===== config.mk =====
export PLATFORM = sky130hd
export DESIGN_NAME = bsrq_mul
export DESIGN_NICKNAME = d
export VERILOG_FILES = /design/src/hdl/bsrq_pkg.sv /design/src/hdl/bsrq_mul.sv
export SDC_FILE = /design/constraint.sdc
export NUM_CORES = 2
export LEC_CHECK = 0
export BUFFER_PORTS_ARGS = -buffer_cell sky130_fd_sc_hd__buf_2
export CORE_MARGIN = 4
export CORE_UTILIZATION = 25
export DETAILED_ROUTE_END_ITERATION = 8
export SLEW_MARGIN = 5
export SYNTH_ARGS = -nofsm -noshare
export SYNTH_HDL_FRONTEND = slang
export SYNTH_SLANG_ARGS = --single-unit

===== constraint.sdc =====
create_clock -name clk -period 22 [get_ports clk]
set_clock_uncertainty 0.05 [all_clocks]
set_input_delay 2.2 -clock clk [delete_from_list [all_inputs] [get_ports clk]]
set_output_delay 2.2 -clock clk [all_outputs]
set_load 0.005 [all_outputs]

===== src/hdl/bsrq_pkg.sv =====
package bsrq_pkg;

  localparam int MAX_POINTS_DEF = 64;
  localparam int RATIO_BITS     = 24;
  localparam int TW             = 31;  // time width, Q15.16 unsigned
  localparam int SW             = 32;  // s width, Q16.16 signed
  localparam int MW             = 33;  // multiplier operand width
  localparam int PW             = 2 * MW;

  localparam logic [1:0] OP_CLEAR  = 2'd0;
  localparam logic [1:0] OP_APPEND = 2'd1;
  localparam logic [1:0] OP_QUERY  = 2'd2;
  localparam logic [1:0] OP_NONE   = 2'd3;

  localparam logic [2:0] KIND_FOLLOW   = 3'd2;
  localparam logic [2:0] KIND_OVERTAKE = 3'd3;
  localparam logic [2:0] KIND_OTHER    = 3'd4;

  localparam logic CFG_S_LIMIT = 1'b0;
  localparam logic CFG_KIND    = 1'b1;

  typedef struct packed {
    logic [1:0]           operation;
    logic [TW-1:0]        point_time;
    logic signed [SW-1:0] lower_s_in;
    logic signed [SW-1:0] upper_s_in;
    logic signed [SW-1:0] query_s;
  } in_t;

  typedef struct packed {
    logic                 load_full;
    logic                 range_valid;
    logic signed [SW-1:0] range_upper;
    logic signed [SW-1:0] range_lower;
    logic                 unblock_valid;
    logic signed [SW-1:0] unblock_upper;
    logic signed [SW-1:0] unblock_lower;
    logic                 inside_res;
  } out_t;

endpackage


===== src/hdl/bsrq_mul.sv =====
module bsrq_mul import bsrq_pkg::*; (
  input  logic                 clk,
  input  logic signed [MW-1:0] a,
  input  logic signed [MW-1:0] b,
  output logic signed [PW-1:0] p
);

  logic signed [PW-1:0] p_r;

  always_ff @(posedge clk) begin
    p_r <= a * b;
  end

  assign p = p_r;

endmodule


Yosys cells after proc, flatten, opt, wreduce, memory -nomap -nowiden
Cells that the tools add are included.

storage, ports and cells
  output and inout port bits = 66
  input bits = 67
  bits in latches = 0
  memory bits (read-only) = 0
  memories = 0
  register bits = 66
  bits in writable memories = 0

operators by class
  reduce and logical (&&, ||, !) cells = 0
  divide/modulo/power cells = 0
  shift-type cells = 0
  mux-type cells = 0
  bitwise logic cells = 0
  equality and inequality tests = 0
  multipliers = 1
  add/subtract/negate cells = 0
  magnitude comparators = 0

operators by type and width
  kind                                            count
  33-bit by 33-bit multiplier with 66-bit output  1

Logic depth before layout (Yosys ltp)
  depth after elaboration = 1
  gate-level depth with buffers = 27
  gate-level depth less buffers = 26

Least setup slack after synthesis
No wires, ideal clock.

  path kind = input to register
  start = input a[32]
  end = register p_r[62], in the netlist p[62]
  data required time = 21871 ps
  arrival time = 9357 ps
  stages on the path = 23
  setup time = 79 ps
  slack = 12514 ps
  path through = clkbuf_1 -> nand2_1 -> inv_1 -> fa_1 -> fa_1 -> fa_1 -> fa_1 -> fa_1 -> fa_1 -> fa_1 -> inv_1 -> fa_1 -> inv_1 -> ha_1 -> clkbuf_1 -> and3_1 -> nand3_1 -> nand2b_1 -> a2111oi_4 -> a211oi_4 -> a21o_2 -> a21o_1 -> a211oi_2

on the way
  word-level cells in the longest chain between the ends = 1

ends and longest elaborated chain
  item                                            line            text
  from (decl)                                     bsrq_mul.sv:3   input logic signed [MW-1:0] a,
  33-bit by 33-bit multiplier with 66-bit output  bsrq_mul.sv:11  p_r <= a * b;
  to (signal assigned)                            bsrq_mul.sv:11
  to (decl)                                       bsrq_mul.sv:8   logic signed [PW-1:0] p_r;

No other way between the ends.

Final worst setup path
  start = input b[6]
  end = register p_r[64], in the netlist p[64]

on the way
  word-level cells in the longest chain between the ends = 1

ends and longest elaborated chain
  item                                            line            text
  from (decl)                                     bsrq_mul.sv:4   input logic signed [MW-1:0] b,
  33-bit by 33-bit multiplier with 66-bit output  bsrq_mul.sv:11

No other way between the ends.

==> qor.txt <==
outcome: finished, final reports clean
largest net degree at the start of global routing: 34
Async S/R FF share, synth: 0
area grow syn2layout: 7.37%
H-tree levels: 3
clock-pin slew on the worst setup and hold paths: 70 ps
critical path class: primary input to register
Mapped Area: 0.0407 mm2
total negative setup slack: 0 ps
port bufs: 132
Final Max Tran Viols: 0
Hold Vio Cnt, Final: 0
CTS Buffer Depth: 2
RSZ-0062 raised after global routing: false
register area share after synthesis: 0.0324
area of the multi-input gates: 0.0343 mm2
final setup fails: 0
Max FO, Critical Path: 33
global route overflow: 0
clk root buf: clkbuf_16
routability cong.: 0.928
min Tclk post-route: 11050 ps
Slew @ Worst Pin: 1250 ps
die area: 0.169 mm2
Global Route Usage Sum: 0.138
number of hold buffers added after cts: 0
post-route ant nets: 0
Yosys Warn Count: 0
initial core utilization: 0.253
Critical Path RT: 22270 ps
syn_nets: 5767
Fmax: 90.5 MHz
max reg flops: 66
Synth Flop Type: dfxtp_1
Core Region: 0.161 mm2
CP Launch Type: primary input
routed wire length per instance: 17.3 um
# resized after CTS: 0
EDFF count, synth: 0
Total Nets Final: 5709
Residual DRC: 0
post-route cell area: 0.0437 mm2
DR iter-0 viols: 1529
Synth Register Bits: 66
CTS tree: yes
MaxCap Viol Count: 0
vias in the first global route: 31770
Die W: 412 um
Seq. cell area: 0.00132 mm2
clk sink count: 66
period utilization: 0.502
initial antenna violation count: 25
Synth Area per Inst: 9.39 um2
io pins: 133
crit path capture type: register
first-pass GRT wire length: 182000 um
Synth cell types: 80
Post-DP HPWL: 94700 um
Via-to-Cell Ratio: 4.36
DRT Pass-1 Iters: 6
die height: 412 um
Filler cells: 17163
CTS Buf Count: 9
Cell Area, Placed: 0.0434 mm2
crit path DAT: 11320 ps
final wirelength: 112000 um
share of cells above drive strength 1: 0.0478
Rows: 147
Post-Syn Instances: 4338
Final Util: 0.271
setup bufs post-CTS: 0
Tightest Hold Check Type: primary input to register
Rel. slew slack: 0.162
vias: 28094
-- metal layers --
| layer | GRT usage | vias to the layer above | wire (um) |
|---|---|---|---|
| met2 | 0.235 | 872 | 55400 |
| met5 | 0 | - | 35 |
| met3 | 0.0311 | 219 | 7670 |
| met4 | 0.0438 | 6 | 3590 |
| li1 | - | 12220 | - |
| met1 | 0.175 | 14777 | 45200 |
-- path summary, 6_finish.rpt --
check / startpoint / to / slack [ps] / cells after the start
min: b[0] / p[0] / 2320 / 2
max: b[6] / p[64] / 10950 / 22
-- cell families after synthesis --
family / after synthesis / share of synthesized area
simple gates: 1271 / 0.158
buf+inv: 1352 / 0.125
xor+xnor: 68 / 0.0146
fa+ha+maj: 1362 / 0.629
flops: 66 / 0.0324
compound gates: 219 / 0.0407
-- synth_stat cells (all sizes together), types with 12 or more instances --
cell type,n,area [um2]
xnor2,43,377
dfxtp,66,1320
nand3,26,135
a21oi,61,328
and2,563,3520
nor2,68,255
nand2b,12,75.1
ha,217,2720
nand4,12,81.3
clkbuf,208,781
a21o,38,288
o21ai,33,173
fa,1145,22900
inv,1131,4250
nand2,551,2070
buf,13,70.1
xor2,25,219
-- stage by stage --
| stage | setup WS (ps) | hold WS [ps] | std cells |
|---|---|---|---|
| 2_1_floorplan | 12510 | 2280 | 4338 |
| 4_1_cts | 10940 | 2280 | 6445 |
| 3_3_place_gp | 10450 | 2530 | 6429 |
| 5_1_grt | 10540 | 2320 | 6446 |
| 6_report | 10950 | 2320 | 6450 |
| 3_5_place_dp | 10540 | 2530 | 6429 |
-- final cells by class --
cell class,instances,area share
Timing Repair Buffer,152,0.0185
Inverter,1131,0.0971
Multi-Input combinational cell,2920,0.785
Tap cell,2160,0.0618
Clock buffer,13,0.00641
Clock inverter,3,0.00103
Antenna cell,5,0.000286
Sequential cell,66,0.0302
-- cells in the final DEF (no fill, tap or decap), types with 25 or more instances in the layout --
| cell type | synthesis | layout |
|---|---|---|
| a21o_1 | 36 | 36 |
| a21oi_1 | 57 | 57 |
| and2_1 | 562 | 562 |
| buf_2 | 11 | 132 |
| dfxtp_1 | 66 | 66 |
| fa_1 | 1145 | 1145 |
| ha_1 | 217 | 217 |
| inv_1 | 1131 | 1131 |
| nand2_1 | 551 | 551 |
| nand3_1 | 25 | 25 |
| nor2_1 | 68 | 68 |
| o21ai_0 | 25 | 25 |
| xnor2_1 | 43 | 43 |
| xor2_1 | 25 | 25 |
-- worst max-delay path: stages --
cell and delay, ps:
buf_2 620, nand2_1 280, inv_1 150, fa_1 460, fa_1 530, inv_1 140, fa_1 580, inv_1 70
fa_1 1190, fa_1 580, fa_1 510, fa_1 500, inv_1 50, fa_1 470, inv_1 40, ha_1 430
nand4_1 260, nor3_1 1010, o311ai_4 470, nand3_2 290, a211oi_1 100, a311oi_1 290
Power is not shown: default switching activity piles up to over one toggle a cycle in this logic, so the estimate is an artifact.
