File: src/hdl/bsrq_pkg.sv
package bsrq_pkg;

  localparam int MAX_POINTS_DEF = 64;
  localparam int RATIO_BITS     = 24;
  localparam int TW             = 31;  // time width, Q15.16 unsigned
  localparam int SW             = 32;  // s width, Q16.16 signed
  localparam int MW             = 33;  // multiplier operand width
  localparam int PW             = 2 * MW;

  localparam logic [1:0] OP_CLEAR  = 2'd0;
  localparam logic [1:0] OP_APPEND = 2'd1;
  localparam logic [1:0] OP_QUERY  = 2'd2;
  localparam logic [1:0] OP_NONE   = 2'd3;

  localparam logic [2:0] KIND_FOLLOW   = 3'd2;
  localparam logic [2:0] KIND_OVERTAKE = 3'd3;
  localparam logic [2:0] KIND_OTHER    = 3'd4;

  localparam logic CFG_S_LIMIT = 1'b0;
  localparam logic CFG_KIND    = 1'b1;

  typedef struct packed {
    logic [1:0]           operation;
    logic [TW-1:0]        point_time;
    logic signed [SW-1:0] lower_s_in;
    logic signed [SW-1:0] upper_s_in;
    logic signed [SW-1:0] query_s;
  } in_t;

  typedef struct packed {
    logic                 load_full;
    logic                 range_valid;
    logic signed [SW-1:0] range_upper;
    logic signed [SW-1:0] range_lower;
    logic                 unblock_valid;
    logic signed [SW-1:0] unblock_upper;
    logic signed [SW-1:0] unblock_lower;
    logic                 inside_res;
  } out_t;

endpackage

File: src/hdl/bsrq_div.sv
module bsrq_div import bsrq_pkg::*; (
  input  logic                  clk,
  input  logic                  rst_n,
  input  logic                  start,
  input  logic [TW-1:0]         num,
  input  logic [TW-1:0]         den,
  output logic                  done,
  output logic [RATIO_BITS-1:0] q
);

  // restoring divide, one quotient bit a cycle; caller ensures num < den
  localparam int CNTW = $clog2(RATIO_BITS);

  logic [TW-1:0]         rem_r;
  logic [TW-1:0]         den_r;
  logic [RATIO_BITS-1:0] q_r;
  logic [CNTW-1:0]       cnt_r;
  logic                  run_r;
  logic                  done_r;
  logic [TW:0]           shifted;
  logic                  ge;

  assign shifted = {rem_r, 1'b0};
  assign ge      = shifted >= {1'b0, den_r};

  always_ff @(posedge clk) begin
    if (!rst_n) begin
      run_r  <= 1'b0;
      done_r <= 1'b0;
    end else begin
      done_r <= run_r && !start && (cnt_r == '0);
      if (start) begin
        rem_r <= num;
        den_r <= den;
        q_r   <= '0;
        cnt_r <= CNTW'(RATIO_BITS - 1);
        run_r <= 1'b1;
      end else if (run_r) begin
        // remainder stays below den, so it fits TW bits
        rem_r <= TW'(ge ? (shifted - {1'b0, den_r}) : shifted);
        q_r   <= {q_r[RATIO_BITS-2:0], ge};
        if (cnt_r == '0) begin
          run_r <= 1'b0;
        end else begin
          cnt_r <= cnt_r - 1'b1;
        end
      end
    end
  end

  assign done = done_r;
  assign q    = q_r;

endmodule

File: config.mk
export PLATFORM = sky130hd
export DESIGN_NAME = bsrq_div
export DESIGN_NICKNAME = d
export VERILOG_FILES = /design/src/hdl/bsrq_pkg.sv /design/src/hdl/bsrq_div.sv
export SDC_FILE = /design/constraint.sdc
export NUM_CORES = 1
export LEC_CHECK = 0
export ABC_CLOCK_PERIOD_IN_PS = 6300
export BUFFER_PORTS_ARGS = -buffer_cell sky130_fd_sc_hd__buf_2
export CORE_MARGIN = 2
export CORE_UTILIZATION = 55
export CTS_CLUSTER_SIZE = 10
export DETAILED_ROUTE_END_ITERATION = 8
export GPL_TIMING_DRIVEN = 0
export PLACE_DENSITY = 0.78
export SETUP_SLACK_MARGIN = 0.5
export SLEW_MARGIN = 20
export SYNTH_ARGS = -nofsm -noshare
export SYNTH_HDL_FRONTEND = slang
export SYNTH_SLANG_ARGS = --single-unit
File: constraint.sdc
create_clock -name clk -period 6.3 [get_ports clk]
set_clock_uncertainty 0.05 [all_clocks]
set_input_delay 0.315 -clock clk [delete_from_list [all_inputs] [get_ports clk]]
set_output_delay 0.315 -clock clk [all_outputs]
set_load 0.05 [all_outputs]
**Word level (Yosys, flattened, before mapping)**

Index checks and enable logic that the tools add are counted.

- Register bits: 93
- Input bits: 65
- Word-level logic and storage cells: 27

- Add/subtract/negate cells: 2
- $lt $le $gt $ge: 1
- Eq/ne operators: 1
- Multiplexer cells: 9
- Reduce and logical (&&, ||, !) cells: 8

Operator list:

| operator | number |
|---|---|
| $mux W31 | 3 |
| $ge A32 B31 Y1 | 1 |
| $sub A31 B31 Y31 | 1 |
| $mux W24 | 1 |
| $mux W5 | 2 |
| $logic_not A5 Y1 | 1 |
| $sub A5 B1 Y5 const B | 1 |
| $reduce_and A2 Y1 | 2 |
| $mux W1 | 3 |
| $reduce_and A3 Y1 | 1 |
| $logic_and A1 B1 Y1 | 2 |
| $ne A2 B2 Y1 const B | 1 |
| $reduce_bool A2 Y1 | 1 |
| $logic_not A1 Y1 | 1 |

**Depth between registers and ports, before layout**

Gate-level depths: netlist of the first run.

- Depth after elaboration: 4
- Gate-level depth with buffers: 13

**Worst setup path after synthesis of the first run**

OpenSTA, ideal clock, no wires.

- Path kind: reg-to-reg
- Start point: register rem_r[0]
- End point: register rem_r[15], data pin
- Arrival time: 2495 ps
- Setup slack: 3495 ps
- Cell stages (with the launch flop): 10
- Path buffers: 1
- Period minus slack after synthesis: 2805 ps
- Cell sequence: edfxtp_1 -> fa_1 -> a21o_1 -> a221oi_2 -> o211a_2 -> a21oi_1 -> o21ai_4 -> buf_2 -> o21ai_0 -> mux2_2

- Cells in the longest elaborated chain, start to end: 4
- Elaborated cells on any way between the ends: 5
- Classes of those cells: add/sub (1); order compare (1); mux (3)

RTL lines:

| element | line | source |
|---|---|---|
| from (decl) | bsrq_div.sv:14 | `logic [TW-1:0] rem_r;` |
| from (signal assigned) | bsrq_div.sv:33 | `rem_r <= num;` |
| from (signal assigned) | bsrq_div.sv:40 | `rem_r <= TW'(ge ? (shifted - {1'b0, den_r}) : shifted);` |
| $sub A31 B31 Y31 / $ge A32 B31 Y1 (equally long branches) | bsrq_div.sv:40, bsrq_div.sv:24 |  |
| $mux W31 * | bsrq_div.sv:40 |  |
| $mux W31 * | bsrq_div.sv:38 | `end else if (run_r) begin` |
| $mux W31 * | bsrq_div.sv:32 | `if (start) begin` |

Every way passes the cells marked *; elsewhere a longest branch is shown, timed or not. The select of a mux whose other input is x is not followed.
A chain may end at the register's enable or synchronous reset.

**Worst setup path in the final report of the first run**

- Start point: register rem_r[13]
- End point: register rem_r[29], data pin

Same word-level chain as after synthesis.

==> run_results.csv, run 1 <==
group,metric,value,unit
global_routing,antenna_found_initial,0,
sta,finalCritPeriodShare,55.0,%
clock_tree,post_cts_buffers,0,
pwr,irDropWorstVdd,0.000127,V
die,initial_utilization,57.1,%
die,core_area,0.00982,mm2
critical_path,end_kind,"flip-flop",
critical_path,reg2reg_from,"rem_r[13]",
sta,rsz0062_at_grt,"no",
synthesis,synth-simple-area-share,13.4,%
critical_path,critPathCapture,"rem_r[29]",
sta,timing.final.ws_setup,2.83,ns
synthesis,synth_area_leaders,"edfxtp_1, ha_1, a21oi_1",
synthesis,synth_top_area_cell,"edfxtp_1",
routing,avgViaCountPerCell,5.68,
layout,drive_above_1_share,20.5,%
global_routing,grt_pass1_wl,21.4,mm
critical_path,ff2ff_setup_slack,2.83,ns
synthesis,yosysUniqueCellTypes,52,
sta,tns,0,ns
clock_tree,worstSkewPairLatency,0.39,ns
pwr,pwr-share-clk,25.5,%
critical_path,reg2reg_depth,10,
sta,final-hold-violation-count,0,
global_routing,grt_pass1_vias,4293,
routing,vias,4476,
critical_path,crit_required,6.48,ns
sta,slew_viol_final,0,
critical_path,cp.arrival,3.65,ns
global_routing,grt_max_degree,31,
critical_path,worstReg2RegEnd,"rem_r[29]",
clock_tree,ctsHoldBuffers,0,
pwr,combinationalPowerShare,31.9,%
clock_tree,cts_sinks,93,
critical_path,path_cells,"ha_1 > clkbuf_1 > a211oi_1 > o31ai_1 > o21a_1 > a211oi_1 > o21ai_0 > a31oi_1 > mux2_2 > a21oi_1",
pwr,pwr-share-seq,42.5,%
routing,routedWlPerCell,17.0,um
layout,fillers,845,
placement,gp_congestion,0.897,
global_routing,overflow,0,
critical_path,worstPathMaxFanout,8,
hold_path,hold_path.class,"in -> reg",
global_routing,grt_util_all_layers,25.1,%
clock_tree,tritoncts,"yes",
routing,drtIter0Drc,204,
die,dieWidth,105,um
synthesis,synthXorXnorAreaFrac,3.59,%
die,die_h,105,um
critical_path,slowest_stage,"a211oi_1",
status,status,"finished clean",
job,drv_cap,0,
die,rows,36,
synthesis,synth_edf_count,91,
pwr,p_switching,0.000607,W
synthesis,yosys_warnings,0,
synthesis,yosysTopAreaCellShare,48.8,%
layout,finalNetCount,748,
die,fp.dieArea,0.0110,mm2
clock_tree,cts_resized,0,
synthesis,synth_most_common_cell,"edfxtp_1",
synthesis,synth_compound_area_share,16.9,%
synthesis,synth_flop_cell,"edfxtp_1",
synthesis,synthAdderAreaFrac,7.50,%
synthesis,synth_area_per_cell,10.2,um2
synthesis,synth_area,0.00560,mm2
routing,first_pass_iters,5,
critical_path,slowest_delay,0.52,ns
sta,tightest_slew,0.742,ns
clock_tree,cts_inserted_buffers,9,
sta,setup_viol,0,
pwr,swShare,33.6,%
synthesis,ys_seq_area_share,49.5,%
layout,diodes,0,
synthesis,ys_seq_elements,93,
pwr,p_per_area,277,mW/mm2
synthesis,syn_inst,548,
critical_path,start_kind,"flip-flop",
critical_path,worstSetupPathType,"reg -> reg",
sta,fmax,0.288,GHz
placement,dp_hpwl,9.95,mm
critical_path,cp_num_buf_inv,1,
placement,dp_slack,2.85,ns
layout,area_growth,16.1,%
synthesis,async_reset_ff_share,0,%
critical_path,crit_path_start,"rem_r[13]",
clock_tree,htree_levels,3,
routing,drc,0,
critical_path,crit_top_cell,"a211oi_1",
synthesis,syn_nets,646,
synthesis,synth_commonest_cells,"edfxtp_1, nand2_1, a21oi_1",
critical_path,path_depth,10,
hold_path,hp-start,"den[27]",
sta,fin_crit,3.47,ns
critical_path,cp_top_family,"compound AO/OA/AOI/OAI gates",
clock_tree,root_buffer,"clkbuf_8",
synthesis,muxShareOfSynthArea,3.55,%
clock_tree,clk_pin_slew,0.11,ns
synthesis,synth_top_family_by_area,"compound AO/OA/AOI/OAI gates",
routing,ant_nets,0,
routing,drt_wl_total,13.4,mm
pwr,leakagePower,2.75,nW
sta,slew-limit-headroom,50.5,%
pwr,p_int,0.00120,W
die,pin_count,90,
clock_tree,clockBufferDepth,2,
placement,portBuffers,89,
cells in the final DEF (no fill, tap or decap), types with 9 or more instances in the layout:
cell / instances
ha_1: 32
nand2_1: 48
clkbuf_1: 17
buf_2: 97
mux2i_1: 12
a21oi_1: 47
nor2_1: 36
inv_1: 46
o21ai_0: 33
a21o_1: 17
nor2b_1: 27
xnor2_1: 17
edfxtp_1: 91
clkbuf_8: 9
per-layer routing:
layer	vias to the layer above	global-route usage, %	share of wire [%]
met3	19	4.05	5.3
met5	-	0	0
met4	0	8.10	1.7
met1	2140	32.2	43
met2	149	43.4	50
li1	2168	-	-
state kept, by name, summed over array words and instances (netlist names):
register	flops
cnt_r	5
q	24
rem_r	31
run_r	1
den_r	31
done	1
power by group through the flow:
stage | logic [W] | clock network [W] | registers, W
floorplan | 0.000390 | 0 | 0.000807
global placement | 0.000555 | 0 | 0.000781
detailed placement | 0.000572 | 0 | 0.000780
CTS | 0.000575 | 0.000465 | 0.000767
global route | 0.000633 | 0.000487 | 0.000772
finish | 0.000577 | 0.000461 | 0.000767
stage by stage:
stage	utilization [%]	power, W	cell area (um2)	hold WS, ns	instances
5_1_grt	66.2	0.00189	6500	0.0302	788
2_1_floorplan	-	0.00120	5600	0.364	548
6_report	66.2	0.00180	6500	0.0438	788
4_1_cts	66.2	0.00181	6500	0.0409	788
3_5_place_dp	63.9	0.00135	6270	0.416	772
3_3_place_gp	63.3	0.00134	6220	0.395	770
kinds of logic after synthesis:
| family | count (synthesis) |
|---|---|
| and+or+nand+nor | 155 |
| DFF | 93 |
| buffers and inverters | 75 |
| AOI/OAI and AO/OA | 150 |
| xor gates and xnor gates | 23 |
| muxes | 19 |
| adders and majority gates | 33 |
layout make-up:
class,instances,area [um2],share of cell area (%)
timing repair buffer,91,493,7.58
clock inverter,7,109,1.67
tap,133,166,2.56
inverter,46,173,2.65
sequential,93,2770,42.6
multi-input combinational,380,2530,38.8
clock buffer,9,124,1.90
buffer,29,141,2.17
worst register-to-register path, stage by stage (launching register included):
cell and delay [ns]:
edfxtp_1 0.40, ha_1 0.31, clkbuf_1 0.20, a211oi_1 0.36
o31ai_1 0.12, o21a_1 0.18, a211oi_1 0.52, o21ai_0 0.36
a31oi_1 0.30, mux2_2 0.36, a21oi_1 0.16
worst min-delay path by stage:
stage                      endpoint  slack (ns)  cells after the start
after floorplan            den_r[0]        0.36                      0
after global routing      den_r[27]        0.03                      1
after CTS                  den_r[8]        0.04                      1
final                     den_r[27]        0.04                      1
after detailed placement       done        0.42                      2
after global placement         done        0.39                      2
(Power assumes the default switching activity.)
==> run 2, diff against run 1 <==
--- a/config.mk
+++ b/config.mk
@@ -5,14 +5,14 @@
 export SDC_FILE = /design/constraint.sdc
 export NUM_CORES = 1
 export LEC_CHECK = 0
-export ABC_CLOCK_PERIOD_IN_PS = 6300
+export ABC_CLOCK_PERIOD_IN_PS = 3100
 export BUFFER_PORTS_ARGS = -buffer_cell sky130_fd_sc_hd__buf_2
 export CORE_MARGIN = 2
-export CORE_UTILIZATION = 55
+export CORE_UTILIZATION = 52
 export CTS_CLUSTER_SIZE = 10
 export DETAILED_ROUTE_END_ITERATION = 8
 export GPL_TIMING_DRIVEN = 0
-export PLACE_DENSITY = 0.78
+export PLACE_DENSITY = 0.77
 export SETUP_SLACK_MARGIN = 0.5
 export SLEW_MARGIN = 20
 export SYNTH_ARGS = -nofsm -noshare
==> constraint.sdc (replaced) <==
create_clock -name clk -period 3.1 [get_ports clk]
set_clock_uncertainty 0.05 [all_clocks]
set_input_delay 0.155 -clock clk [delete_from_list [all_inputs] [get_ports clk]]
set_output_delay 0.155 -clock clk [all_outputs]
set_load 0.05 [all_outputs]
==> run_results.csv, run 2 (same netlist as run 1, synthesis figures left out) <==
group,metric,value,unit
placement,dp_hpwl,9.88,mm
pwr,leakagePower,3.30,nW
layout,diodes,0,
critical_path,worstPathMaxFanout,8,
hold_path,min_path_cells,3,
critical_path,worstReg2RegEnd,"rem_r[30]",
sta,slew_viol_final,0,
clock_tree,clk_pin_slew,0.11,ns
hold_path,hold_path.class,"in -> reg",
critical_path,worstSetupPathType,"reg -> reg",
clock_tree,worstSkewPairLatency,0.40,ns
routing,first_pass_iters,5,
layout,drive_above_1_share,32.5,%
pwr,irDropWorstVdd,0.000403,V
critical_path,cp_top_family,"compound AO/OA/AOI/OAI gates",
routing,ant_nets,0,
pwr,p_total,0.00434,W
critical_path,slowest_delay,0.42,ns
placement,dp_slack,-0.0624,ns
critical_path,cp_num_buf_inv,6,
routing,drtIter0Drc,358,
routing,vias,5234,
clock_tree,htree_levels,3,
routing,drt_wl_total,17.7,mm
die,rows,37,
clock_tree,clockBufferDepth,2,
critical_path,slowest_stage,"edfxtp_1",
placement,gp_congestion,0.949,
clock_tree,cts_sinks,93,
sta,rsz0062_at_grt,"yes",
sta,setup_viol,0,
sta,fmax,0.326,GHz
layout,finalNetCount,829,
clock_tree,root_buffer,"clkbuf_8",
critical_path,reg2reg_depth,15,
placement,portBuffers,89,
die,pin_count,90,
layout,regArea,0.00277,mm2
sta,finalCritPeriodShare,99.0,%
hold_path,hp-start,"num[11]",
sta,final-hold-violation-count,0,
routing,avgViaCountPerCell,6.00,
hold_path,hold_path_end,"rem_r[11]",
sta,fin_crit,3.07,ns
layout,multi_input_area,0.00297,mm2
clock_tree,tritoncts,"yes",
global_routing,grt_pass1_vias,5066,
sta,whs,0.0205,ns
layout,mostFrequentLayoutCell,"edfxtp_1",
global_routing,grt_util_all_layers,28.3,%
die,die_h,108,um
status,status,"finished clean",
layout,final_cell_mix,"edfxtp_1, buf_2, inv_1, nand2_1, dlygate4sd3_1",
critical_path,crit_top_cell,"buf_6",
global_routing,antenna_found_initial,0,
routing,routedWlPerCell,20.3,um
die,fp.dieArea,0.0116,mm2
pwr,p_per_area,550,mW/mm2
critical_path,end_kind,"flip-flop",
clock_tree,cts_inserted_buffers,9,
die,dieWidth,108,um
critical_path,reg2reg_from,"rem_r[17]",
critical_path,start_kind,"flip-flop",
sta,slew-limit-headroom,48.8,%
die,initial_utilization,53.8,%
job,drv_cap,0,
critical_path,ff2ff_setup_slack,0.03,ns
routing,drc,0,
global_routing,overflow,0,
global_routing,grt_pass1_wl,24.8,mm
layout,fillers,644,
die,core_area,0.0104,mm2
critical_path,cp.arrival,3.24,ns
layout,area_growth,40.7,%
sta,timing.final.ws_setup,0.0320,ns
global_routing,grt_max_degree,39,
critical_path,crit_required,3.28,ns
critical_path,path_cells,"ha_1 > buf_6 > nand4_1 > buf_4 > nor3_4 > o21ai_2 > a21oi_4 > o21ai_4 > buf_6 > buf_8 > buf_6 > buf_6 > a221oi_2 > a21oi_1 > a21oi_1",
layout,fin_util,75.7,%
sta,tightest_slew,0.768,ns
run 2: final cells by class:
type / instances / share of cell area, %
Multi-Input combinational cell: 380 / 37.6
Sequential cell: 93 / 35.2
Timing Repair Buffer: 172 / 17.3
Buffer: 29 / 3.17
Inverter: 46 / 2.19
Tap cell: 136 / 2.16
Clock buffer: 10 / 1.62
Clock inverter: 6 / 0.794
run 2: repair_timing:
action	CTS	global route
endpoints found under the hold margin	46	1
cloned	5	0
pin swaps	24	15
buffers inserted	22	8
resized for setup	113	43
hold buffers	45	1
setup endpoints to repair	32	32
run 2: worst min-delay path: stages:
cell,delay [ns]
buf_2,0.08
nand2_1,0.04
o21ai_1,0.06
run 2: stage by stage:
step / setup TNS [ns] / instances / instance area, um2
after floorplan: 0 / 548 / 5660
after global placement: -27.41 / 773 / 6270
after detailed placement: -0.0624 / 775 / 6330
after CTS: 0 / 863 / 7650
after global routing: -0.0208 / 872 / 7880
final: 0 / 872 / 7880
run 2: worst max path at each step:
stage | from | endpoint | slack, ns | depth (start not counted)
CTS | rem_r[13] | rem_r[29] | 0.20 | 10
global placement | start | rem_r[13] | -0.50 | 4
floorplan | rem_r[24] | rem_r[1] | 0.44 | 11
finish | rem_r[17] | rem_r[30] | 0.03 | 15
global route | rem_r[17] | rem_r[30] | -0.02 | 15
detailed placement | rem_r[8] | rem_r[26] | -0.06 | 10
run 2: metal layers:
layer  up-vias  share of wire [%]  track usage (%)
met1      2459                 37             33.4
met5         -                  0                0
met4         0                6.3             12.9
met2       327                 49             49.0
met3       112                7.1             6.36
li1       2336                  -                -
run 2: report_power, final:
| group | internal (W) | total (W) | switching (W) |
|---|---|---|---|
| Sequential | 0.00151 | 0.00157 | 0.0000587 |
| Combinational | 0.000904 | 0.00192 | 0.00102 |
| Clock | 0.000372 | 0.000843 | 0.000471 |
