===== config.mk =====
export PLATFORM = sky130hd
export DESIGN_NAME = bsrq_ram
export DESIGN_NICKNAME = d
export VERILOG_FILES = /design/src/hdl/bsrq_ram.sv
export SDC_FILE = /design/constraint.sdc
export NUM_CORES = 1
export LEC_CHECK = 0
export BUFFER_PORTS_ARGS = -buffer_cell sky130_fd_sc_hd__buf_4
export CORE_MARGIN = 10
export CORE_UTILIZATION = 50
export DETAILED_ROUTE_END_ITERATION = 7
export PLACE_DENSITY = 0.67
export SYNTH_ARGS = -nofsm -noshare
export SYNTH_HDL_FRONTEND = slang
export SYNTH_SLANG_ARGS = --single-unit

===== constraint.sdc =====
create_clock -name clk -period 1.95 [get_ports clk]
set_clock_uncertainty 0.1 [all_clocks]
set_input_delay 0.0975 -clock clk [delete_from_list [all_inputs] [get_ports clk]]
set_output_delay 0.0975 -clock clk [all_outputs]
set_load 0.02 [all_outputs]

===== src/hdl/bsrq_ram.sv =====
module bsrq_ram #(
  parameter int WIDTH = 8,
  parameter int DEPTH = 16
) (
  input  logic                     clk,
  input  logic                     we,
  input  logic [$clog2(DEPTH)-1:0] waddr,
  input  logic [WIDTH-1:0]         wdata,
  input  logic [$clog2(DEPTH)-1:0] raddr,
  output logic [WIDTH-1:0]         rdata
);

  logic [WIDTH-1:0] mem [DEPTH];
  logic [WIDTH-1:0] rdata_r;

  always_ff @(posedge clk) begin
    if (we) begin
      mem[waddr] <= wdata;
    end
    rdata_r <= mem[raddr];
  end

  assign rdata = rdata_r;

endmodule


=== Word level (Yosys, flattened, before mapping) ===
Memories as Yosys holds them, arrays and structs flattened. A register that Yosys moved wholly into a read port is not among the register bits.
Index checks and enable logic that the tools add are counted.

* Bits in registers: 0
* Bits in writable memories: 128
* Output and inout port bits: 8
* Word-level logic and storage cells: 3
* Memories kept: 1

* Muxes and demuxes: 2

{| class="wikitable"
|+ Memory list
! memory !! words !! bits a word !! rd ports !! clocked after memory_dff !! write ports !! line !! text
|-
| mem || 16 || 8 || 1 || 1 || 1 || 13 || <nowiki>logic [WIDTH-1:0] mem [DEPTH];</nowiki>
|}

{| class="wikitable"
|+ Operators with widths
! operator !! count
|-
| $mux W1 || 2
|}

=== Longest topological paths before layout ===
Gate-level depths: netlist of run 1.

* Word-level depth: 2
* Gate-level depth with buffers: 5

=== Worst setup path before layout of run 1 ===
No wires, ideal clock.

* Kind: input port to flip-flop
* Start: in waddr[2]
* End: mem mem[0][0] (enable)
* Library setup time: 0.383 ns
* Arrival time: 1.207 ns
* Required time: 1.467 ns
* Setup slack: 0.260 ns
* Stages: 2
* Buffers on the path: 0
* Cells stage by stage: or3b_2 nor3_1

{| class="wikitable"
|+ RTL lines
! item !! line !! text
|-
| start: declaration || 7 || <nowiki>input logic [$clog2(DEPTH)-1:0] waddr,</nowiki>
|-
| end: declaration || 13 ||
|}

Straight into the memory's write port.

=== Worst setup path after layout of run 1 ===
* Start: in waddr[1]
* End: mem mem[0][7] (enable)

Straight into the memory's write port.

==> metrics.md, run 1 <==
| Metric | Value |
|---|---|
| Pwr/cell area | 1080 nW/µm² |
| Die width | 121 µm |
| Die Area | 14800 µm² |
| WP data required | 2.07 ns |
| Via Count | 2464 |
| Core Region | 9910 µm² |
| Routed Antenna Nets | 0 |
| Peak supply drop | 0.000794 V |
| Hpwl dp | 6320 µm |
| Clk buf depth | 2 |
| Vias per cell | 5.52 |
| Postcts setup bufs | 0 |
| Final Cycle Share | 82.3% |
| Maximum clock frequency | 623 MHz |
| Congestion Overflow GR | 0 |
| Initial antenna violation count | 0 |
| DR DRC count | 0 |
| Syn-to-layout area delta | 22.7% |
| Buffers on Ports | 25 |
| Largest net degree at the start of global routing | 33 |
| WL per Instance | 22.0 µm |
| Post-synthesis mux area share | 15.0% |
| Relative slew slack | 69.7% |
| Post-CTS Hold Buffers | 11 |
| Ys Warns | 0 |
| Crit. End Element | register |
| # diodes | 0 |
| # fillers | 680 |
| # IOs | 26 |
| CP startpoint kind | input pin |
| Sequential-to-total area share from yosys stat | 77.8% |
| Num CTS Buffers | 17 |
| Critical Path AT | 1.72 ns |
| Share of layout cells above drive strength 1 | 32.6% |
| Final Hold Fails | 0 |
| Vias in the first global route | 2576 |
| Post-Synth Adder-Cell Area | 0% |
| Global-route wire length before repair | 15200 µm |
| Synthesized flop and latch total | 136 |
| Leak | 0.00219 µW |
| Compound-Gate Fraction of Synth Area | 2.33% |
| Post-synthesis cell type count | 19 |
| H-tree levels | 4 |
| Worst slew pin tran | 0.455 ns |
| Simple-gate share of the synthesized area | 3.18% |
| Critical path type | input pin to register |
| RSZ-0062 raised after global routing | false |
| Final setup TNS | 0 ns |
| Clk pin slew, worst setup/hold paths | 0.06 ns |
| Max Transition Viols Final | 0 |
| Sinks on Clock Net | 136 |
| Final core occ | 63.7% |
| CTS tree | yes |
| Clk_lat worst skew | 0.51 ns |
| GP Congestion | 0.738 |
| Gr usage total | 14.3% |
| Die height | 121 µm |
| Initial Util | 51.9% |
| DR iter-0 viols | 192 |
| Post-synthesis xor/xnor area fraction | 0% |
| Layout Nets | 318 |
| Final setup vio count | 0 |
| Hold crit path type | input pin to register |
| Drt pass-1 iters | 5 |
| Root buf cell | clkbuf_8 |
| Syn avg cell area | 22.5 µm² |
| Status | finished, final reports clean |
| Mapped Area | 5150 µm² |
| Syn_nets | 247 |
| Final wirelength | 9790 µm |
| Largest family of logic cells by synthesized area | multiplexers |
| Std cell rows | 36 |
| Final worst path period need | 1.61 ns |
| Post-CTS sizing | 0 |
| Post-Syn Instances | 229 |
| Max-Cap Viols | 0 |
| CP max FO | 7 |
synth_stat cells (all sizes together):
master         number  share of area, %
and2b               1              0.15
and2                1              0.12
edfxtp            128                75
clkdlybuf4s25       3              0.58
nor2               13              0.95
dfxtp               8               3.1
nand3               1             0.097
nand2               9              0.66
or3b                1              0.17
nand2b              2              0.24
nor2b               1              0.12
a22oi              16               2.3
buf                 7               1.1
nand3b              2              0.29
mux4               32                15
nor3                4              0.39
power by group:
part           internal (µW)  leakage, µW  switching [µW]
clock network           1880     0.000288            1280
logic                    165     0.000677             191
registers               3270      0.00122            18.2
total                   5310      0.00219            1490
cells by family (layout without fill, tap and decap cells):
| kind of cell | after synthesis | count (layout) |
|---|---|---|
| flops | 136 | 136 |
| simple gates | 35 | 35 |
| mux | 32 | 32 |
| compound gates | 16 | 16 |
| buf+inv | 10 | 94 |
worst max-delay path, stage by stage:
cell and delay, ns:
dlygate4sd3_1 0.54, buf_4 0.16, nor3_1 0.16, dlygate4sd3_1 0.59, buf_4 0.17
per-layer routing:
layer	GRT usage, %	up-vias	share of wire [%]
met2	21.3	79	48
met5	0	-	0
met3	4.75	9	6.0
met4	5.37	0	1.0
li1	-	1119	-
met1	19.0	1257	45
path summary, 6_finish.rpt:
kind                         from                   to  slack (ns)  cells after the start
min reg2reg  mem[12][7]$_DFFE_PP_     rdata[7]$_DFF_P_        0.56                      3
max                      waddr[1]  mem[0][7]$_DFFE_PP_        0.34                      5
min                      raddr[2]     rdata[1]$_DFF_P_        0.07                      5
max reg2reg   mem[1][1]$_DFFE_PP_     rdata[1]$_DFF_P_        0.42                      3
per-stage QoR:
stage / worst slack (ns) / hold WS [ns] / std cells / power, µW / instance area (µm²)
CTS: 0.375 / 0.0476 / 446 / 6850 / 6320
global placement: 0.237 / 0.301 / 403 / 3690 / 5610
floorplan: 0.260 / 0.0964 / 229 / 3530 / 5150
global route: 0.302 / 0.0768 / 446 / 7030 / 6320
finish: 0.344 / 0.0689 / 446 / 6790 / 6320
detailed placement: 0.198 / 0.305 / 403 / 3690 / 5610
flip-flops by register name (all words and copies together), names as in the netlist:
name / flops
rdata: 8
mem: 128
layout make-up:
cell class                      count  area, µm²  area share [%]
Clock buffer                       17        414            6.56
Sequential cell                   136       4000            63.4
Tap cell                          133        166            2.63
Timing Repair Buffer               62        493            7.81
Clock inverter                     15        181            2.87
Multi-Input combinational cell     83       1060            16.7
cells in the final DEF, fill, tap and decap left out, types with 5 or more instances in the layout:
master,count
clkbuf_16,16
inv_6,5
dlygate4sd3_1,11
mux4_2,18
mux4_1,14
nand2_1,9
edfxtp_1,128
dfxtp_1,8
nor2_1,13
a22oi_1,16
buf_4,51
No activity file was read; power rests on OpenSTA's default activity.
==> run 2, diff against run 1 <==
--- a/config.mk
+++ b/config.mk
@@ -5,11 +5,12 @@
 export SDC_FILE = /design/constraint.sdc
 export NUM_CORES = 1
 export LEC_CHECK = 0
+export ABC_AREA = 1
 export BUFFER_PORTS_ARGS = -buffer_cell sky130_fd_sc_hd__buf_4
 export CORE_MARGIN = 10
 export CORE_UTILIZATION = 50
 export DETAILED_ROUTE_END_ITERATION = 7
-export PLACE_DENSITY = 0.67
+export PLACE_DENSITY = 0.7
 export SYNTH_ARGS = -nofsm -noshare
 export SYNTH_HDL_FRONTEND = slang
 export SYNTH_SLANG_ARGS = --single-unit
==> constraint.sdc (replaced) <==
create_clock -name clk -period 1.3 [get_ports clk]
set_clock_uncertainty 0.1 [all_clocks]
set_input_delay 0.065 -clock clk [delete_from_list [all_inputs] [get_ports clk]]
set_output_delay 0.065 -clock clk [all_outputs]
set_load 0.02 [all_outputs]
==> run 2 against run 1 <==
  * First-iteration DRC count rose by 120%
  * Critical endpoint is now rdata[1]$_DFF_P_
  * Critical path type unchanged
  * Clock-buffer cell count rose by 1
  * Worst hold slack got worse by 0.038 ns
  * Largest cell class unchanged
  * Sequential cell count unchanged
  * Via count increased by 57%
==> metrics.md, run 2 <==
| Metric | Value |
|---|---|
| Pwr/cell area | 1530 nW/µm² (+43%) |
| Largest net degree at the start of global routing | 65 (+97%) |
| Hold crit path type | input pin to register |
| Ys async rst share | 0% (unchanged) |
| # fillers | 891 (+31%) |
| Share of layout cells above drive strength 1 | 13.3% (-19 points) |
| Std cell rows | 39 (+8.3%) |
| Post-synthesis cell type count | 12 (-7) |
| Final wirelength | 12900 µm (+31%) |
| Syn_nets | 569 (+130%) |
| Routed Antenna Nets | 0 (unchanged) |
| DR DRC count | 0 (unchanged) |
| Root buf cell | clkbuf_16 |
| Commonest cells after routing, fill and taps aside | nand2_1, edfxtp_1, inv_1 |
| CP startpoint kind | input pin |
| Final core occ | 60.9% (-2.8 points) |
| Area leader, netlist | edfxtp_1 |
| RSZ-0062 raised after global routing | false |
| H-tree levels | 4 (unchanged) |
| Core Region | 11400 µm² (+15%) |
| Peak supply drop | 0.000840 V (+5.9%) |
| CTS tree | yes |
| Initial Util | 50.7% (-1.2 points) |
| Post-synth EDFFs | 128 (unchanged) |
| CP cell instances | dlygate4sd3_1 > buf_4 > inv_1 > buf_4 > nand3_1 > nand3_1 > nand2_1 |
| Syn avg cell area | 10.5 µm² (-53%) |
| Sequential standard cell area | 4000 µm² (unchanged) |
| GP Congestion | 0.803 (+8.8%) |
| Post-synth top flop | edfxtp_1 |
| Buffers on Ports | 25 (unchanged) |
| Via Count | 3873 (+57%) |
| Most common cell after layout, fill and taps aside | nand2_1 |
| Post-Syn Instances | 551 (+140%) |
| Sinks on Clock Net | 136 (unchanged) |
| DR iter-0 viols | 426 (+120%) |
| Max reg flops | 128 (unchanged) |
| Status | finished, final reports clean |
| Flop2flop setup slack | 0.15 ns (-0.27 ns) |
| Leak | 0.00302 µW (+38%) |
| Buf/Inv on CP | 4 (unchanged) |
| CP top delay family | buffers and inverters |
| Relative slew slack | 79.8% (+10 points) |
| Die width | 127 µm (+4.9%) |
| Multi-input gate area | 1210 µm² (+15%) |
| Mapped Area | 5770 µm² (+12%) |
| Final Hold Fails | 0 (unchanged) |
| Worst slew pin tran | 0.303 ns (-0.152 ns) |
| Max Transition Viols Final | 0 (unchanged) |
| # IOs | 26 (unchanged) |
| Vias per cell | 5.10 (-7.8%) |
| Final worst path period need | 1.21 ns |
| Crit-path slowest cell | dlygate4sd3_1 |
| Area contributors post-synth | edfxtp_1, nand2_1, nand3_1 |
| Final Cell Area | 6930 µm² (+9.7%) |
| GRT busiest layer | met2 |
| Clk buf depth | 2 (unchanged) |
| Dpl cell area | 6210 µm² (+11%) |
| Die Area | 16200 µm² (+10%) |
| Num CTS Buffers | 17 (unchanged) |
| Clk_lat worst skew | 0.42 ns (-0.09 ns) |
| Sequential-to-total area share from yosys stat | 69.4% (-8.4 points) |
| Crit. End Element | register |
| Largest Register | mem |
| Gr usage total | 16.8% (+2.5 points) |
| Share of the synthesized area in the top cell type | 66.7% (-8.0 points) |
| Global-route wire length before repair | 21100 µm (+38%) |
| Synthesized flop and latch total | 136 (unchanged) |
| Critical path type | input pin to register |
| Count leader, synth | nand2_1 |
| GR Util met2 | 25.8% (+4.5 points) |
| Drt pass-1 iters | 5 (unchanged) |
| Global Route met1 Usage | 21.6% (+2.6 points) |
| WL per Instance | 16.9 µm (-23%) |
| Layout Nets | 623 (+96%) |
| Maximum clock frequency | 829 MHz |
| Most instantiated cells after synthesis | nand2_1, edfxtp_1, inv_1 |
| Vias in the first global route | 3902 (+51%) |
| Final setup vio count | 0 (unchanged) |
| GR Util met3 | 5.09% (+0.34 points) |
| Max-Cap Viols | 0 (unchanged) |
| Final Cycle Share | 92.7% |
| Initial antenna violation count | 0 (unchanged) |
| Clk pin slew, worst setup/hold paths | 0.06 ns (about the same) |
| Hpwl dp | 7930 µm (+25%) |
| Die height | 127 µm (+4.9%) |
| Final Total Pwr | 10600 µW (+56%) |
| Critical Path AT | 1.41 ns (-0.31 ns) |
| # diodes | 0 (unchanged) |
| Final setup TNS | 0 ns (unchanged) |
| CP max FO | 16 (+9) |
| WP data required | 1.50 ns (-0.57 ns) |
| Ys Warns | 0 (unchanged) |
| Critical Path Max Stage Delay | 0.53 ns (-0.06 ns) |
| Syn-to-layout area delta | 20.1% |
| Congestion Overflow GR | 0 (unchanged) |
[run 2: metrics by stage]
step / std cells / setup WS, ns / hold slack (ns)
5_1_grt: 760 / 0.0447 / 0.0572
6_report: 760 / 0.0943 / 0.0313
3_5_place_dp: 719 / 0.0910 / 0.288
3_3_place_gp: 719 / 0.123 / 0.292
4_1_cts: 760 / 0.0960 / 0.00759
2_1_floorplan: 551 / 0.184 / 0.0639
[run 2: cell type report]
| class | count | area share (%) |
|---|---|---|
| timing repair buffer | 59 | 7.66 |
| sequential | 136 | 57.8 |
| tap | 143 | 2.58 |
| multi-input combinational | 289 | 17.5 |
| inverter | 102 | 5.53 |
| clock buffer | 18 | 6.34 |
| clock inverter | 13 | 2.58 |
[run 2: worst register-to-register path, delay by kind of cell, from the launching register on]
family,cells,cell delay [ns]
buffers and inverters,1,0.06
AND/OR/NAND/NOR,5,0.51
flip-flops,1,0.37
[run 2: per-layer routing]
metal | vias up | share of wire, %
met4 | 0 | 2.2
met2 | 164 | 47
met1 | 1804 | 43
li1 | 1881 | -
met5 | - | 0
met3 | 24 | 7.8
[run 2: timing repair]
item                      4_1_cts  5_1_grt
hold buffers                   10        0
buffers inserted                0        0
gates resized for setup         0        0
hold endpoints to repair      136        0
[run 2: cell families after synthesis]
kind of cell | Yosys count | share of synthesized area, %
flip-flops | 136 | 69.4
buffers and inverters | 126 | 9.52
AND/OR/NAND/NOR | 289 | 21.0
[run 2: report_power, final]
part           internal [µW]  switching [µW]
registers               4900            30.9
clock network           3230            1760
logic                    249             459
[run 2: worst paths after layout]
kind | start | end | depth (start not counted)
worst max-delay path | raddr[2] | rdata[1]$_DFF_P_ | 7
worst min-delay path | raddr[1] | rdata[2]$_DFF_P_ | 5
worst min register to register | mem[14][3]$_DFFE_PP_ | rdata[3]$_DFF_P_ | 6
worst max register to register | mem[1][6]$_DFFE_PP_ | rdata[6]$_DFF_P_ | 6
==> run 3, diff against run 2 <==
--- a/config.mk
+++ b/config.mk
@@ -7,10 +7,13 @@
 export LEC_CHECK = 0
 export ABC_AREA = 1
 export BUFFER_PORTS_ARGS = -buffer_cell sky130_fd_sc_hd__buf_4
+export CELL_PAD_IN_SITES_DETAIL_PLACEMENT = 1
+export CELL_PAD_IN_SITES_GLOBAL_PLACEMENT = 2
+export CORE_ASPECT_RATIO = 0.6
 export CORE_MARGIN = 10
-export CORE_UTILIZATION = 50
+export CORE_UTILIZATION = 36
 export DETAILED_ROUTE_END_ITERATION = 7
-export PLACE_DENSITY = 0.7
+export PLACE_DENSITY_LB_ADDON = 0.1
 export SYNTH_ARGS = -nofsm -noshare
 export SYNTH_HDL_FRONTEND = slang
 export SYNTH_SLANG_ARGS = --single-unit
==> run 3 against run 2 <==
  * Setup slack gained 0.0034 ns
  * Combinational power grew 9.2%
  * Sequential cell count is the same
  * Total power grew 2.0%
  * Sequential share of layout area shrank 0.82 points
  * First-iteration DRC count shrank 46%
  * Die area grew 33%
  * Critical endpoint is now rdata[2]$_DFF_P_
  * Largest cell class unchanged
  * Highest routed layer unchanged
==> metrics.md, run 3 (synthesized netlist as in run 2, its figures left out) <==
| Metric | Value |
|---|---|
| # diodes | 0 (unchanged) |
| Final Hold Fails | 0 (unchanged) |
| Commonest cells after routing, fill and taps aside | nand2_1, edfxtp_1, inv_1 |
| Relative slew slack | 74.0% (-5.8 points) |
| Std cell rows | 35 (-10%) |
| Clock share of power | 47.4% (+0.5 points) |
| Core Region | 15500 µm² (+36%) |
| Status | finished, final reports clean |
| Syn-to-layout area delta | 21.9% |
| Switching portion of total power | 22.8% (+1.6 points) |
| Max Transition Viols Final | 0 (unchanged) |
| Peak supply drop | 0.000689 V (-18%) |
| H-tree levels | 4 (unchanged) |
| CP startpoint kind | register |
| Final worst path period need | 1.20 ns (-0.00338 ns) |
| Critical path type | register to register |
| Crit. End Element | register |
| HP Start | raddr[2] |
| Pwr/cell area | 1540 nW/µm² (+0.59%) |
| Clk_lat worst skew | 0.41 ns (about the same) |
| Die width | 183 µm (+44%) |
| Die Area | 21600 µm² (+33%) |
| Sinks on Clock Net | 136 (unchanged) |
| Combinational power share | 7.1% (+0.4 points) |
| Vias in the first global route | 3945 (+1.1%) |
| Vias per cell | 4.82 (-5.4%) |
| Num CTS Buffers | 17 (unchanged) |
| Clk buf depth | 2 (unchanged) |
| Congestion Overflow GR | 0 (unchanged) |
| Root buf cell | clkbuf_16 |
| Psw | 2470 µW (+10%) |
| Sequential Power Share | 45.5% (-0.9 points) |
| Worst Setup SP | mem[3][2]$_DFFE_PP_ |
| DR iter-0 viols | 231 (-46%) |
| Drt pass-1 iters | 7 (+2) |
| Buffers on Ports | 25 (unchanged) |
| Largest Register | mem |
| Worst slew pin tran | 0.390 ns (+0.0869 ns) |
| Reg2Reg Depth | 6 (unchanged) |
| Critical R2R Launch | mem[3][2]$_DFFE_PP_ |
| Clk pin slew, worst setup/hold paths | 0.06 ns (about the same) |
| Most common cell after layout, fill and taps aside | nand2_1 |
| RSZ-0062 raised after global routing | false |
| CP max FO | 1 (-15) |
| Setup ws final | 0.0977 ns (+0.00338 ns) |
| WP data required | 1.50 ns (about the same) |
| Reg2reg end | rdata[2]$_DFF_P_ |
| Max-Cap Viols | 0 (unchanged) |
| Sink of the worst hold path | rdata[0]$_DFF_P_ |
| Hold crit path type | input pin to register |
| # fillers | 1715 (+92%) |
| WL per Instance | 20.1 µm (+19%) |
| Flop2flop setup slack | 0.1 ns (-0.05 ns) |
| Worst Hold Depth | 6 (+1) |
| Share of layout cells above drive strength 1 | 13.9% (+0.58 points) |
| Initial Util | 37.2% (-14 points) |
| Routed Antenna Nets | 0 (unchanged) |
| Placement Setup Slack | -0.0601 ns (-0.151 ns) |
| # IOs | 26 (unchanged) |
| Leak | 0.00304 µW (+0.71%) |
| Layout Nets | 626 (+0.48%) |
| Hpwl dp | 10700 µm (+35%) |
| Worst hold margin | 0.103 ns (+0.0722 ns) |
| Dpl cell area | 6310 µm² (+1.7%) |
| Gr usage total | 15.6% (-1.2 points) |
| CTS tree | yes |
| Largest net degree at the start of global routing | 55 (-15%) |
| Max reg flops | 128 (unchanged) |
| Non-Filler Instances | 823 (+8.3%) |
| Final wirelength | 16600 µm (+29%) |
| Critical Path AT | 1.40 ns (about the same) |
| Via Count | 3967 (+2.4%) |
| DR DRC count | 0 (unchanged) |
| Initial antenna violation count | 0 (unchanged) |
| GP Congestion | 0.746 (-7.0%) |
| Int Power | 8370 µW (about the same) |
| Final setup vio count | 0 (unchanged) |
| Placed cell count | 783 (+8.9%) |
| Global-route wire length before repair | 25000 µm (+18%) |
| Final Cell Area | 7030 µm² (+1.4%) |
| Final Cycle Share | 92.5% (-0.26 points) |
| Maximum clock frequency | 832 MHz (+0.28%) |
| Die height | 118 µm (-7.3%) |
run 3: changes by cell type in the layout (fill, tap and decap cells not counted), sizes merged:
cell / change
buf: +4
clkinvlp: -2
clkbuf: -1
dlygate4sd3: -1
inv: +3
run 3: how the worst max path moves through the flow:
stage                      endpoint  cells after the start
3_3_place_gp       rdata[4]$_DFF_P_                      8
6_report           rdata[2]$_DFF_P_                      6
4_1_cts            rdata[2]$_DFF_P_                      6
2_1_floorplan  mem[10][0]$_DFFE_PP_                      2
5_1_grt            rdata[2]$_DFF_P_                      6
3_5_place_dp       rdata[4]$_DFF_P_                      8
run 3: metrics by stage:
stage,power [µW],TNS (ns),utilization [%]
final,10800,0,45.3
after global routing,11200,0,45.3
after CTS,10900,0,45.3
after detailed placement,5790,-0.0655,40.7
after global placement,5780,-0.0464,40.7
after floorplan,5400,0,-
run 3: power by group through the flow:
stage / Combinational [µW] / Clock (µW) / Sequential, µW
2_1_floorplan: 346 / 0 / 5050
3_3_place_gp: 753 / 0 / 5030
3_5_place_dp: 758 / 0 / 5030
4_1_cts: 785 / 5220 / 4940
5_1_grt: 854 / 5430 / 4940
6_report: 772 / 5140 / 4940
run 3: cell type report:
class	instances	area, µm²	area share [%]
clock inverters	14	198	2.81
repair buffers	62	551	7.83
well taps	203	254	3.61
clock buffers	17	425	6.05
inverters	102	383	5.45
multi-input cells	289	1210	17.3
flip-flops and latches	136	4000	57.0
run 3: timing repair:
action | in CTS | in global routing
setup endpoints to repair | 0 | 0
hold buffers | 9 | 0
hold endpoints to repair | 136 | 0
buffers inserted | 0 | 0
gates resized for setup | 0 | 0
run 3: worst max-delay path, stage by stage (launching register included):
cell and delay, ns:
edfxtp_1 0.36, inv_1 0.06, nand2_1 0.04, nand3_1 0.13, nand3_1 0.15, nand3_1 0.17, nand2_1 0.07
run 3: metal layers:
metal / part of all wire (%) / up-vias / GRT usage, %
li1: - / 1884 / -
met1: 55 / 1998 / 24.6
met2: 41 / 74 / 20.6
met3: 3.3 / 11 / 2.59
met4: 0.69 / 0 / 4.59
met5: 0 / - / 0
